$ cat src/hw/rtl/fsp_pkg.sv
// types and constants of the format specifier parser
package fsp_pkg;

    localparam int CHAR_W  = 8;
    localparam int FIELD_W = 16;
    localparam int MOD_W   = 3;
    localparam int PHASE_W = 3;
    localparam int FLAG_W  = 5;

    // parser phases
    localparam logic [PHASE_W-1:0] PH_FLAGS = 3'd0;
    localparam logic [PHASE_W-1:0] PH_WIDTH = 3'd1;
    localparam logic [PHASE_W-1:0] PH_PREC  = 3'd2;
    localparam logic [PHASE_W-1:0] PH_H1    = 3'd3;
    localparam logic [PHASE_W-1:0] PH_L1    = 3'd4;
    localparam logic [PHASE_W-1:0] PH_RUN   = 3'd5;
    localparam logic [PHASE_W-1:0] PH_LAST  = 3'd6;

    // length modifier codes
    localparam logic [MOD_W-1:0] MOD_NONE = 3'd0;
    localparam logic [MOD_W-1:0] MOD_H    = 3'd1;
    localparam logic [MOD_W-1:0] MOD_HH   = 3'd2;
    localparam logic [MOD_W-1:0] MOD_L    = 3'd3;
    localparam logic [MOD_W-1:0] MOD_LL   = 3'd4;
    localparam logic [MOD_W-1:0] MOD_J    = 3'd5;
    localparam logic [MOD_W-1:0] MOD_Z    = 3'd6;

    // flag bit positions
    localparam int FLAG_MINUS = 0;
    localparam int FLAG_PLUS  = 1;
    localparam int FLAG_HASH  = 2;
    localparam int FLAG_ZERO  = 3;
    localparam int FLAG_SPACE = 4;

    // characters
    localparam logic [CHAR_W-1:0] CH_MINUS = 8'h2D;
    localparam logic [CHAR_W-1:0] CH_PLUS  = 8'h2B;
    localparam logic [CHAR_W-1:0] CH_HASH  = 8'h23;
    localparam logic [CHAR_W-1:0] CH_ZERO  = 8'h30;
    localparam logic [CHAR_W-1:0] CH_SPACE = 8'h20;
    localparam logic [CHAR_W-1:0] CH_DOT   = 8'h2E;
    localparam logic [CHAR_W-1:0] CH_NINE  = 8'h39;
    localparam logic [CHAR_W-1:0] CH_H     = 8'h68;
    localparam logic [CHAR_W-1:0] CH_L     = 8'h6C;
    localparam logic [CHAR_W-1:0] CH_J     = 8'h6A;
    localparam logic [CHAR_W-1:0] CH_Z     = 8'h7A;

    typedef struct packed {
        logic [PHASE_W-1:0] phase;
        logic [FLAG_W-1:0]  flags;
        logic               prec_seen;
        logic [MOD_W-1:0]   mod_code;
        logic               sat;
    } t_ctl;

    localparam t_ctl CTL_CLEAR = '{
        phase:     PH_FLAGS,
        flags:     '0,
        prec_seen: 1'b0,
        mod_code:  MOD_NONE,
        sat:       1'b0
    };

endpackage

$ cat src/hw/rtl/fsp_step.sv
// next-state logic of the parser for one character
module fsp_step import fsp_pkg::*; #(
    parameter int unsigned COUNT_BITS = 16
) (
    input  t_ctl                  i_ctl,
    input  logic [COUNT_BITS-1:0] i_width,
    input  logic [COUNT_BITS-1:0] i_prec,
    input  logic [CHAR_W-1:0]     i_ch,
    input  logic                  i_start,
    output t_ctl                  o_ctl,
    output logic [COUNT_BITS-1:0] o_width,
    output logic [COUNT_BITS-1:0] o_prec,
    output logic                  o_emit
);

    localparam int MAC_W = COUNT_BITS + 4;

    t_ctl                  base;
    logic [COUNT_BITS-1:0] base_width;
    logic [COUNT_BITS-1:0] base_prec;
    logic                  is_dig;
    logic [3:0]            digit;
    logic [MAC_W-1:0]      acc_x;
    logic [MAC_W-1:0]      mac_sum;
    logic                  ovf;
    logic [COUNT_BITS-1:0] mac_val;
    logic [PHASE_W-1:0]    me_phase;
    logic [MOD_W-1:0]      me_mod;
    logic                  me_emit;

    always_comb begin
        base       = i_start ? CTL_CLEAR : i_ctl;
        base_width = i_start ? '0 : i_width;
        base_prec  = i_start ? '0 : i_prec;
    end

    // one shared times-ten-plus-digit unit, width and precision never grow together
    always_comb begin
        is_dig  = (i_ch >= CH_ZERO) && (i_ch <= CH_NINE);
        digit   = 4'(i_ch - CH_ZERO);
        acc_x   = MAC_W'((base.phase == PH_PREC) ? base_prec : base_width);
        mac_sum = (acc_x << 3) + (acc_x << 1) + MAC_W'(digit);
        ovf     = |mac_sum[MAC_W-1:COUNT_BITS];
        mac_val = ovf ? '1 : mac_sum[COUNT_BITS-1:0];
    end

    // modifier letter or end of specifier
    always_comb begin
        me_phase = base.phase;
        me_mod   = base.mod_code;
        me_emit  = 1'b0;
        if (i_ch == CH_H) begin
            me_phase = PH_H1;
        end else if (i_ch == CH_L) begin
            me_phase = PH_L1;
        end else if (i_ch == CH_J) begin
            me_phase = PH_LAST;
            me_mod   = MOD_J;
        end else if (i_ch == CH_Z) begin
            me_phase = PH_LAST;
            me_mod   = MOD_Z;
        end else begin
            me_emit = 1'b1;
        end
    end

    always_comb begin
        o_ctl   = base;
        o_width = base_width;
        o_prec  = base_prec;
        o_emit  = 1'b0;
        case (base.phase)
            PH_WIDTH: begin
                if (is_dig) begin
                    o_width   = mac_val;
                    o_ctl.sat = base.sat | ovf;
                end else if (i_ch == CH_DOT) begin
                    o_ctl.prec_seen = 1'b1;
                    o_ctl.phase     = PH_PREC;
                end else begin
                    o_ctl.phase    = me_phase;
                    o_ctl.mod_code = me_mod;
                    o_emit         = me_emit;
                end
            end
            PH_PREC: begin
                if (is_dig) begin
                    o_prec    = mac_val;
                    o_ctl.sat = base.sat | ovf;
                end else begin
                    o_ctl.phase    = me_phase;
                    o_ctl.mod_code = me_mod;
                    o_emit         = me_emit;
                end
            end
            PH_H1: begin
                if (i_ch == CH_H) begin
                    o_ctl.mod_code = MOD_HH;
                    o_ctl.phase    = PH_RUN;
                end else begin
                    o_ctl.mod_code = MOD_H;
                    o_emit         = 1'b1;
                end
            end
            PH_L1: begin
                if (i_ch == CH_L) begin
                    o_ctl.mod_code = MOD_LL;
                    o_ctl.phase    = PH_RUN;
                end else begin
                    o_ctl.mod_code = MOD_L;
                    o_emit         = 1'b1;
                end
            end
            PH_RUN: begin
                o_emit = !((i_ch == CH_H) || (i_ch == CH_L));
            end
            PH_LAST: begin
                o_emit = 1'b1;
            end
            default: begin
                // flags phase, a zero here is the zero flag and not a digit
                if (i_ch == CH_MINUS) begin
                    o_ctl.flags[FLAG_MINUS] = 1'b1;
                end else if (i_ch == CH_PLUS) begin
                    o_ctl.flags[FLAG_PLUS] = 1'b1;
                end else if (i_ch == CH_HASH) begin
                    o_ctl.flags[FLAG_HASH] = 1'b1;
                end else if (i_ch == CH_ZERO) begin
                    o_ctl.flags[FLAG_ZERO] = 1'b1;
                end else if (i_ch == CH_SPACE) begin
                    o_ctl.flags[FLAG_SPACE] = 1'b1;
                end else if (is_dig) begin
                    o_width     = mac_val;
                    o_ctl.sat   = base.sat | ovf;
                    o_ctl.phase = PH_WIDTH;
                end else if (i_ch == CH_DOT) begin
                    o_ctl.prec_seen = 1'b1;
                    o_ctl.phase     = PH_PREC;
                end else begin
                    o_ctl.phase    = me_phase;
                    o_ctl.mod_code = me_mod;
                    o_emit         = me_emit;
                end
            end
        endcase
    end

endmodule

$ cat config.mk
export PLATFORM = sky130hd
export DESIGN_NAME = fsp_step
export DESIGN_NICKNAME = d
export VERILOG_FILES = /design/src/hw/rtl/fsp_pkg.sv /design/src/hw/rtl/fsp_step.sv
export SDC_FILE = /design/constraint.sdc
export NUM_CORES = 1
export LEC_CHECK = 0
export ABC_AREA = 1
export ABC_CLOCK_PERIOD_IN_PS = 4800
export BUFFER_PORTS_ARGS = -buffer_cell sky130_fd_sc_hd__buf_4
export CORE_AREA = 5 5 100 102
export DETAILED_ROUTE_END_ITERATION = 12
export DIE_AREA = 0 0 105 107
export MAX_ROUTING_LAYER = met4
export SLEW_MARGIN = 20
export SYNTH_ARGS = -nofsm -noshare
export SYNTH_HDL_FRONTEND = slang
export SYNTH_SLANG_ARGS = --single-unit
export TNS_END_PERCENT = 50
$ cat constraint.sdc
create_clock -name vclk -period 4.8
set_input_delay 0.96 -clock vclk [all_inputs]
set_output_delay 0.96 -clock vclk [all_outputs]
set_load 0.005 [all_outputs]
# Word level (Yosys, flattened, before mapping)

Cells that the tools add are included.
W data, S select, Z words.

Reduce and logical (&&, ||, !) cells: 9
Bitwise gates (word level): 1
$add $sub $neg: 3
Mux-type cells: 70
Eq/ne operators: 16
Magnitude comparators: 2

Operators with widths:

| operator             | count |
|---|---|
| $mux W16             | 12 |
| $mux W3              | 18 |
| $eq A8 B6 Y1 const B | 6 |
| $mux W5              | 7 |
| $eq A8 B7 Y1 const B | 4 |
| $pmux W16 S2         | 1 |
| $pmux W3 S5          | 2 |
| $mux W1              | 21 |
| $add A19 B17 Y20     | 1 |
| $add A20 B4 Y20      | 1 |
| $mux W13             | 1 |
| $eq A3 B3 Y1 const B | 3 |
| $ge A8 B6 Y1 const B | 1 |
| $le A8 B6 Y1 const B | 1 |
| $mux W4              | 2 |
| $reduce_or A4 Y1     | 2 |
| $mux W7              | 1 |
| $eq A3 B2 Y1 const B | 2 |
| $mux W6              | 1 |
| $pmux W1 S6          | 1 |
| $reduce_or A6 Y1     | 1 |
| $reduce_or A5 Y1     | 1 |
| $pmux W1 S2          | 2 |
| $reduce_or A2 Y1     | 2 |
| other kinds (7)      | 7 |

Logic and storage cells: 101
Output and inout port bits: 46
Bits in registers: 0
Input port bits: 54

# Logic depth before layout (Yosys ltp)

Gate-level depths: netlist of the first run.

Depth after elaboration: 14
Mapped depth: 25
Gate-level depth less buffers: 24

# Worst setup path before layout of the first run

No wires, ideal clock.

Kind: input port to output port
Start point: input i_ctl[12] (netlist bit)
End point: output o_prec[4]
Required time: 3.840 ns
Stages: 20
Setup slack: -0.053 ns
Buffers on the path: 1
Arrival time: 3.893 ns
Cell sequence: inv_1 > nand3_2 > clkbuf_1 > o21ai_0 > fa_1 > fa_1 > inv_1 > nand2_1 > nand2_1 > nand3_1 > nand2_1 > nand2_1 > nand3_1 > nand3_1 > nor2_4 > nand2_4 > inv_4 > o21ai_1 > nand2_1 > o21ai_0

Word-level cells in the longest chain between the ends: 9

RTL lines:

| what               | line                           | text |
|---|---|---|
| start: declaration | fsp_step.sv:5                  | `input t_ctl i_ctl,` |
| $mux W13 *         | fsp_step.sv:32                 | `base = i_start ? CTL_CLEAR : i_ctl;` |
| $eq A3 B2 Y1 *     | fsp_step.sv:41, fsp_step.sv:72 |  |
| $mux W16           | fsp_step.sv:41                 | `acc_x = MAC_W'((base.phase == PH_PREC) ? base_prec : base_width);` |
| $add A19 B17 Y20   | fsp_step.sv:42                 | `mac_sum = (acc_x << 3) + (acc_x << 1) + MAC_W'(digit);` |
| $add A20 B4 Y20    | fsp_step.sv:42                 |  |
| $reduce_or A4 Y1   | fsp_step.sv:43                 | `ovf = \|mac_sum[MAC_W-1:COUNT_BITS];` |
| $mux W16           | fsp_step.sv:44                 | `mac_val = ovf ? '1 : mac_sum[COUNT_BITS-1:0];` |
| $mux W16           | fsp_step.sv:87                 | `if (is_dig) begin` |
| $mux W16 *         | fsp_step.sv:72                 | `case (base.phase)` |
| end: declaration   | fsp_step.sv:12                 | `output logic [COUNT_BITS-1:0] o_prec,` |

Mark *: on every way between the ends. The rest lies on a longest branch, timed or not.

# Final worst setup path of the first run

Start point: input i_start
End point: output o_width[0]

Word-level cells in the longest chain between the ends: 14
Elaborated cells on any way between the ends: 22
Those cells by class: add/sub: 2; eq/ne: 6; mux: 12; reduce/logical: 2

RTL lines:

| what               | line                            | text |
|---|---|---|
| start: declaration | fsp_step.sv:9                   | `input logic i_start,` |
| $mux W13           | fsp_step.sv:32                  |  |
| $eq A3 B2 Y1       | fsp_step.sv:41, fsp_step.sv:72  |  |
| $mux W16           | fsp_step.sv:41                  |  |
| $add A19 B17 Y20   | fsp_step.sv:42                  |  |
| $add A20 B4 Y20    | fsp_step.sv:42                  |  |
| $reduce_or A4 Y1   | fsp_step.sv:43                  |  |
| $mux W16           | fsp_step.sv:44                  |  |
| $mux W16           | fsp_step.sv:74, fsp_step.sv:132 |  |
| $mux W16           | fsp_step.sv:130                 | `end else if (i_ch == CH_SPACE) begin` |
| $mux W16           | fsp_step.sv:128                 | `end else if (i_ch == CH_ZERO) begin` |
| $mux W16           | fsp_step.sv:126                 | `end else if (i_ch == CH_HASH) begin` |
| $mux W16           | fsp_step.sv:124                 | `end else if (i_ch == CH_PLUS) begin` |
| $mux W16           | fsp_step.sv:122                 | `if (i_ch == CH_MINUS) begin` |
| $pmux W16 S2 *     | fsp_step.sv:72                  |  |
| end: declaration   | fsp_step.sv:11                  | `output logic [COUNT_BITS-1:0] o_width,` |

Marks and branches as above.

==> results.sh, run 1 <==
export IMPL_status="finished, violations left"
export IMPL_violations="setup timing"
export IMPL_pre_cts_slack_ns=-0.424
export IMPL_internal_power_mw=0.313
export IMPL_synth_top_area_frac=0.273
export IMPL_min_path_type="in -> out"
export IMPL_hold_start="i_ctl[5]"
export IMPL_die_y_um=107
export IMPL_routedWlPerCell_um=14.8
export IMPL_setup_slack_ns=-0.222
export IMPL_grt_pass1_wl_um=22800
export IMPL_seq_power_share=0
export IMPL_place_hpwl_um=11400
export IMPL_relSlewSlack=0.381
export IMPL_switchingPower_mw=0.322
export IMPL_fin_nets=974
export IMPL_max_cap_viol_count=0
export IMPL_cpPeakStageDelay_ns=0.29
export IMPL_end_kind="output port"
export IMPL_track_usage=0.241
export IMPL_syn_to_final_growth_pct=73.4
export IMPL_fin_cells=996
export IMPL_rows=35
export IMPL_wirelength_um=14700
export IMPL_drtIter0Drc=256
export IMPL_p_leak_nw=3.29
export IMPL_drv_slew=0
export IMPL_stdcell_area_um2=5790
export IMPL_worstPathRequired_ns=3.84
export IMPL_sw_frac_of_total=0.507
export IMPL_period_needed_ns=5.02
export IMPL_cp_arrival_ns=4.06
export IMPL_final_antenna_net_count=0
export IMPL_finalSetupViolations=33
export IMPL_overflow=0
export IMPL_start_util=0.370
export IMPL_max_vdd_ir_drop_uv=57.6
export IMPL_synth_area_per_cell_um2=4.93
export IMPL_utilization=0.642
export IMPL_num_vias=5178
export IMPL_path_cells="buf_12, nor2_4, nand3_4, clkbuf_16, nand2_1, o21ai_0, buf_4, ha_4, ha_4, nand2_1, nor2_2, and3_1, nand2_2, nand3_1, nand2_2, nor2_4, nand2_4, buf_4, o21ai_1, a21oi_1, buf_4"
export IMPL_seq_area_um2=0
export IMPL_yosysSeqAreaShare=0
export IMPL_dpl_cell_count=975
export IMPL_syn_inst=678
export IMPL_path_max_fanout=7
export IMPL_port_buffers=100
export IMPL_crit_type="in -> out"
export IMPL_power_per_cell_area_nw_per_um2=110
export IMPL_n_antenna_cell=0
export IMPL_clockPowerShare=0
export IMPL_drc=0
export IMPL_synth_largest_area_cell="nand2_1"
export IMPL_place_gp_congestion=0.941
export IMPL_die_w_um=105
export IMPL_cpMostUsedCell="buf_4"
export IMPL_ios=100
export IMPL_cpLargestDelayFamily="simple AND/OR/NAND/NOR gates"
export IMPL_power_total_mw=0.634
export IMPL_drive_gt1_frac=0.375
export IMPL_max_clock_freq_mhz=199
export IMPL_tightest_slew_ns=0.926
export IMPL_grt_max_degree=23
export IMPL_synth_area_leaders="nand2_1, inv_1, ha_1, nand3_1, o21ai_0"
export IMPL_numSequentialCells=0
export IMPL_min_period_over_period=1.05
export IMPL_syn_nets=765
export IMPL_yosys_warnings=0
export IMPL_hold_end="o_ctl[5]"
export IMPL_antenna_found_initial=0
export IMPL_postPlaceCellArea_um2=4960
export IMPL_crit_buf_inv=5
export IMPL_rsz0062_at_grt="true"
export IMPL_clock_buffers=0
export IMPL_setup_tns_ns=-4.93
export IMPL_min_path_cells=4
export IMPL_cp_slowest_cell="ha_4"
export IMPL_start_kind="primary input"
export IMPL_grt_pass1_vias=4798
export IMPL_yosysMostFrequentCell="nand2_1"
export IMPL_fp_coreArea_um2=9020
export IMPL_viasPerCell=5.20
export IMPL_final_hold_viol_count=0
export IMPL_pwr_share_comb=1.000
export IMPL_die_area_um2=11200
export IMPL_yosys_top_cells_count="nand2_1, inv_1, nand3_1"
export IMPL_yosysUniqueCellTypes=41
export IMPL_synth_area_um2=3340
export IMPL_first_pass_iters=5
export IMPL_holdWs_ns=2.20
routing by layer:
layer | GRT usage | share of wire
met1 | 0.323 | 0.45
met2 | 0.413 | 0.48
met3 | 0.0132 | 0.062
met4 | 0.0338 | 0.016
met5 | - | 0
logic make-up (layout without fill, tap and decap cells):
family                   Yosys count  after routing  synth area share
AO/OA/AOI/OAI                    122            122             0.207
buffers and inverters            146            351             0.167
AND/OR/NAND/NOR                  368            370             0.474
adder cells (fa/ha/maj)           33             33             0.128
XOR/XNOR                           9              9            0.0236
power by group through the flow:
stage               Clock [mW]  Combinational [mW]  Sequential [mW]
floorplan                    0               0.249                0
global placement             0               0.498                0
detailed placement           0               0.503                0
CTS                          0               0.561                0
global route                 0               0.686                0
finish                       0               0.634                0
placed cells by master, fill, tap and decap left out, types with 3 or more instances in the layout:
| cell | instances |
|---|---|
| a211oi_1 | 8 |
| nor2_1 | 35 |
| o21ai_2 | 9 |
| nor3_1 | 4 |
| nand2_1 | 222 |
| nand3_2 | 8 |
| ha_1 | 10 |
| nand3_1 | 41 |
| buf_12 | 4 |
| nor2_2 | 5 |
| o21ai_1 | 7 |
| inv_2 | 9 |
| inv_1 | 114 |
| nand2_2 | 20 |
| a22oi_1 | 7 |
| nor2_4 | 5 |
| o21ai_4 | 3 |
| nor3_2 | 3 |
| a21oi_1 | 30 |
| o22ai_1 | 6 |
| o21ai_0 | 34 |
| ha_4 | 20 |
| a21oi_2 | 5 |
| nand3_4 | 4 |
| nand2_4 | 5 |
| buf_6 | 13 |
| xor2_1 | 3 |
| xnor2_1 | 6 |
| buf_4 | 203 |
| nand4_1 | 12 |
worst max path at each step:
stage,from,end,slack (ns),cells past startpoint
global placement,i_start,o_width[11],-0.39,23
floorplan,i_ctl[12],o_prec[4],0.02,21
CTS,i_ctl[11],o_width[15],-0.17,26
finish,i_start,o_width[0],-0.22,21
global route,i_start,o_width[14],-0.42,25
detailed placement,i_start,o_prec[7],-0.42,21
cell type report:
class	count	area (um^2)
fill	864	3230
inverter	127	495
multi-input combinational	534	3340
tap	111	139
timing repair buffer	223	1820
timing repair inverter	1	3.75
repair_timing:
| item | in CTS | in global routing |
|---|---|---|
| pin swaps | 18 | 24 |
| cloned | 3 | 2 |
| hold buffers | 0 | 0 |
| setup endpoints to repair | 33 | 33 |
| resized for setup | 66 | 67 |
| buffers inserted | 7 | 9 |
(Power assumes the default switching activity.)
==> run 2: changes to the inputs <==
==> constraint.sdc (replaced) <==
create_clock -name vclk -period 4.8
set_input_delay 0 -clock vclk [all_inputs]
set_output_delay 0 -clock vclk [all_outputs]
set_load 0.005 [all_outputs]
==> run 2 against run 1 <==
The run now ends clean. Hold slack worse by 1.9 ns. Critical path depth is the same. Die area stayed put. Fmax grew 24%. Utilization fell by 18 points. Sequential cell count stayed put. Global-route usage is 3.2 points lower. Sequential share of layout area is the same. Routed wire length decreased by 16%. Combinational power is 36% lower. Worst setup slack improved by 0.98 ns. Critical endpoint is now o_prec[15].
==> results.sh, run 2 (same netlist as run 1, synthesis figures left out) <==
export IMPL_status="finished clean"
export IMPL_track_usage=0.210
export IMPL_routedWlPerCell_um=14.2
export IMPL_start_kind="primary input"
export IMPL_max_clock_freq_mhz=248
export IMPL_met3_usage=0.0126
export IMPL_path_max_fanout=26
export IMPL_drive_gt1_frac=0.164
export IMPL_max_vdd_ir_drop_uv=37.1
export IMPL_final_hold_viol_count=0
export IMPL_fp_coreArea_um2=9020
export IMPL_worstPathRequired_ns=4.80
export IMPL_layout_commonest_cell="nand2_1"
export IMPL_holdBufCountCts=0
export IMPL_n_antenna_cell=0
export IMPL_overflow=0
export IMPL_met2_usage=0.349
export IMPL_viasPerCell=5.18
export IMPL_seq_area_um2=0
export IMPL_cp_arrival_ns=4.04
export IMPL_first_pass_iters=6
export IMPL_power_per_cell_area_nw_per_um2=97.7
export IMPL_ios=100
export IMPL_max_cap_viol_count=0
export IMPL_die_area_um2=11200
export IMPL_p_leak_nw=2.62
export IMPL_power_total_mw=0.408
export IMPL_syn_to_final_growth_pct=25.0
export IMPL_wirelength_um=12400
export IMPL_drtIter0Drc=290
export IMPL_clock_buffers=0
export IMPL_holdWs_ns=0.284
export IMPL_cts_setup_buffers=0
export IMPL_grt_pass1_vias=4111
export IMPL_final_antenna_net_count=0
export IMPL_dpl_cell_count=873
export IMPL_tightest_slew_ns=0.842
export IMPL_drc=0
export IMPL_num_vias=4519
export IMPL_fin_cells=873
export IMPL_numSequentialCells=0
export IMPL_place_gp_congestion=0.974
export IMPL_min_period_over_period=0.841
export IMPL_setup_tns_ns=0
export IMPL_place_hpwl_um=10200
export IMPL_postPlaceCellArea_um2=4180
export IMPL_period_needed_ns=4.04
export IMPL_mostFrequentLayoutCells="nand2_1, inv_1, buf_4"
export IMPL_fin_nets=851
export IMPL_grt_util_met1=0.291
export IMPL_finalSetupViolations=0
export IMPL_start_util=0.370
export IMPL_min_path_type="in -> out"
export IMPL_port_buffers=100
export IMPL_drv_slew=0
export IMPL_crit_type="in -> out"
export IMPL_die_w_um=105
export IMPL_grt_busiest_layer="met2"
export IMPL_relSlewSlack=0.436
export IMPL_end_kind="output port"
export IMPL_rsz0062_at_grt="false"
export IMPL_stdcell_area_um2=4180
export IMPL_die_y_um=107
export IMPL_grt_pass1_wl_um=19800
export IMPL_cts_resized=0
export IMPL_grt_max_degree=45
export IMPL_antenna_found_initial=0
export IMPL_rows=35
==> run 2: cell count changes in the layout (fill, tap and decap cells not counted), moves of 13 or more <==
cell     previous run  this run
ha_1               10        31
o21ai_0            34        47
ha_4               20         0
buf_4             203       103
buf_6              13         0
nand2_1           222       243
nand2_2            20         2
==> run 2: metal layers <==
| layer | share of wire | up-vias |
|---|---|---|
| met5 | 0 | - |
| met4 | 0.0088 | 0 |
| met3 | 0.047 | 10 |
| met2 | 0.47 | 129 |
| met1 | 0.47 | 2020 |
| li1 | - | 2360 |
==> run 2: cell type report <==
cell class,instances,area [um^2]
Inverter,127,479
Multi-Input combinational cell,532,2780
Timing Repair Buffer,103,773
Fill cell,1028,4850
Tap cell,111,139
==> run 2: per-stage QoR <==
step	setup WS [ns]	utilization
after floorplan	1.87	-
after global placement	0.876	0.463
after detailed placement	0.814	0.463
after CTS	0.810	0.463
after global routing	0.437	0.463
final	0.762	0.463
==> run 2: report_power, final <==
part / total [mW] / internal [mW] / switching (mW)
clock network: 0 / 0 / 0
registers: 0 / 0 / 0
logic: 0.408 / 0.166 / 0.242
==> run 2: path summary, 6_finish.rpt <==
check / end / cells after the start / start / slack [ns]
min: o_ctl[5] / 4 / i_ctl[5] / 0.28
max: o_prec[15] / 21 / i_ctl[12] / 0.76
==> run 2: worst max-delay path, stage by stage <==
cell and delay (ns):
buf_4 0.11, inv_1 0.15, nand3_2 0.43, o21ai_0 0.55, fa_1 0.55, fa_1 0.43, inv_1 0.08, nand2_1 0.07
nand2_1 0.12, nand3_1 0.08, nand2_1 0.14, nand2_1 0.09, nand3_1 0.10, nand3_1 0.14, nor2_4 0.24, nand2_4 0.15
inv_4 0.15, nand3_1 0.08, o21ai_0 0.17, inv_1 0.07, buf_4 0.14
==> run 3: changes to the inputs <==
Settings changed: ABC_CLOCK_PERIOD_IN_PS 4800 to 3500.
Clock period 4.8 ns to 3.5 ns, I/O delays scaled along.
==> run 3 against run 2 <==
Hold slack improved by 0.0042 ns. Critical path depth rose by 2. Critical path type unchanged. Final area rose by 6.5%.
==> results.sh, run 3 (same netlist as run 1, synthesis figures left out) <==
export IMPL_die_area_um2=11200
export IMPL_overflow=0
export IMPL_min_period_over_period=0.918
export IMPL_setup_tns_ns=0
export IMPL_drive_gt1_frac=0.207
export IMPL_grt_max_degree=24
export IMPL_min_path_type="in -> out"
export IMPL_pwr_share_comb=1.000
export IMPL_routedWlPerCell_um=14.6
export IMPL_grt_pass1_vias=4305
export IMPL_internal_power_mw=0.262
export IMPL_pre_cts_slack_ns=0.111
export IMPL_cp_arrival_ns=3.21
export IMPL_start_kind="primary input"
export IMPL_clockPowerShare=0
export IMPL_postPlaceCellArea_um2=4350
export IMPL_antenna_found_initial=0
export IMPL_worstPathRequired_ns=3.50
export IMPL_rows=35
export IMPL_drc=0
export IMPL_num_vias=4648
export IMPL_cp_endpoint="o_width[6]"
export IMPL_viasPerCell=5.20
export IMPL_ios=100
export IMPL_drv_slew=0
export IMPL_period_needed_ns=3.21
export IMPL_end_kind="output port"
export IMPL_first_pass_iters=5
export IMPL_power_per_cell_area_nw_per_um2=138
export IMPL_grt_pass1_wl_um=21000
export IMPL_place_gp_congestion=0.995
export IMPL_max_clock_freq_mhz=311
export IMPL_fp_coreArea_um2=9020
export IMPL_start_util=0.370
export IMPL_die_w_um=105
export IMPL_sw_frac_of_total=0.572
export IMPL_p_leak_nw=2.74
export IMPL_relSlewSlack=0.691
export IMPL_place_hpwl_um=11000
export IMPL_n_antenna_cell=0
export IMPL_seq_power_share=0
export IMPL_layout_commonest_cell="nand2_1"
export IMPL_fin_nets=871
export IMPL_numSequentialCells=0
export IMPL_mostFrequentLayoutCells="nand2_1, inv_1, buf_4"
export IMPL_path_max_fanout=9
export IMPL_cpPeakStageDelay_ns=0.47
export IMPL_switchingPower_mw=0.350
export IMPL_status="finished clean"
export IMPL_cp_slowest_cell="fa_1"
export IMPL_stdcell_area_um2=4450
export IMPL_critPathLaunch="i_ctl[11]"
export IMPL_tightest_slew_ns=0.461
export IMPL_max_cap_viol_count=0
export IMPL_crit_type="in -> out"
export IMPL_clock_buffers=0
export IMPL_path_cells="buf_4, inv_2, nor2_4, nand3_4, buf_4, nand2_1, o21ai_1, inv_1, fa_1, fa_2, inv_1, nand2_1, nand2_2, nand3_2, nand2_2, nand2_1, nand3_2, nand3_2, nor2_4, nand2_4, o21ai_1, a21oi_1, buf_4"
export IMPL_seq_area_um2=0
export IMPL_die_y_um=107
export IMPL_final_antenna_net_count=0
export IMPL_finalSetupViolations=0
export IMPL_port_buffers=100
export IMPL_track_usage=0.222
export IMPL_syn_to_final_growth_pct=33.2
export IMPL_wirelength_um=13000
export IMPL_nFillCells=1014
export IMPL_setup_slack_ns=0.288
export IMPL_max_vdd_ir_drop_uv=63.3
export IMPL_final_hold_viol_count=0
export IMPL_drtIter0Drc=308
==> run 3: changes by cell type in the layout (fill, tap and decap cells not counted), sizes merged <==
| cell | change |
|---|---|
| buf | +20 |
==> run 3: final cells by class <==
| class | instances | area, um^2 | share of cell area |
|---|---|---|---|
| repair buffers | 123 | 968 | 0.218 |
| multi-input cells | 532 | 2860 | 0.643 |
| inverters | 127 | 482 | 0.108 |
| well taps | 111 | 139 | 0.0312 |
==> run 3: power by group through the flow <==
stage	Clock [mW]	Combinational, mW	Sequential, mW
after floorplan	0	0.341	0
after global placement	0	0.589	0
after detailed placement	0	0.591	0
after CTS	0	0.594	0
after global routing	0	0.677	0
final	0	0.612	0
==> run 3: metrics by stage <==
| step | power (mW) | cells | hold slack [ns] | utilization |
|---|---|---|---|---|
| 2_1_floorplan | 0.341 | 678 | 0.0984 | - |
| 3_3_place_gp | 0.589 | 891 | 0.286 | 0.482 |
| 3_5_place_dp | 0.591 | 891 | 0.290 | 0.482 |
| 4_1_cts | 0.594 | 891 | 0.293 | 0.482 |
| 5_1_grt | 0.677 | 893 | 0.300 | 0.493 |
| 6_report | 0.612 | 893 | 0.288 | 0.493 |
==> run 3: timing repair <==
item	in CTS	in global routing
resized for setup	0	31
buffers inserted	0	2
setup endpoints to repair	0	33
hold buffers	0	0
==> run 3: layer usage <==
metal	up-vias	track usage	share of wire
li1	2384	-	-
met1	2086	0.312	0.46
met2	168	0.366	0.47
met3	10	0.0108	0.060
met4	0	0.0201	0.0081
met5	-	-	0
==> run 3: worst min-delay path by stage <==
stage          startpoint       end  slack [ns]  depth (start not counted)
5_1_grt          i_ctl[7]  o_ctl[7]        0.30                          3
3_5_place_dp     i_ctl[9]  o_ctl[9]        0.29                          4
6_report         i_ctl[9]  o_ctl[9]        0.29                          4
2_1_floorplan    i_ctl[0]  o_ctl[0]         0.1                          2
4_1_cts          i_ctl[7]  o_ctl[7]        0.29                          3
3_3_place_gp     i_ctl[9]  o_ctl[9]        0.29                          4
==> run 3: worst max-delay path: cells and delay by family <==
family	cells	cell delay (ns)
AOI/OAI and AO/OA	3	0.51
adders and majority gates	2	0.86
buffers and inverters	6	0.64
and+or+nand+nor	12	1.19
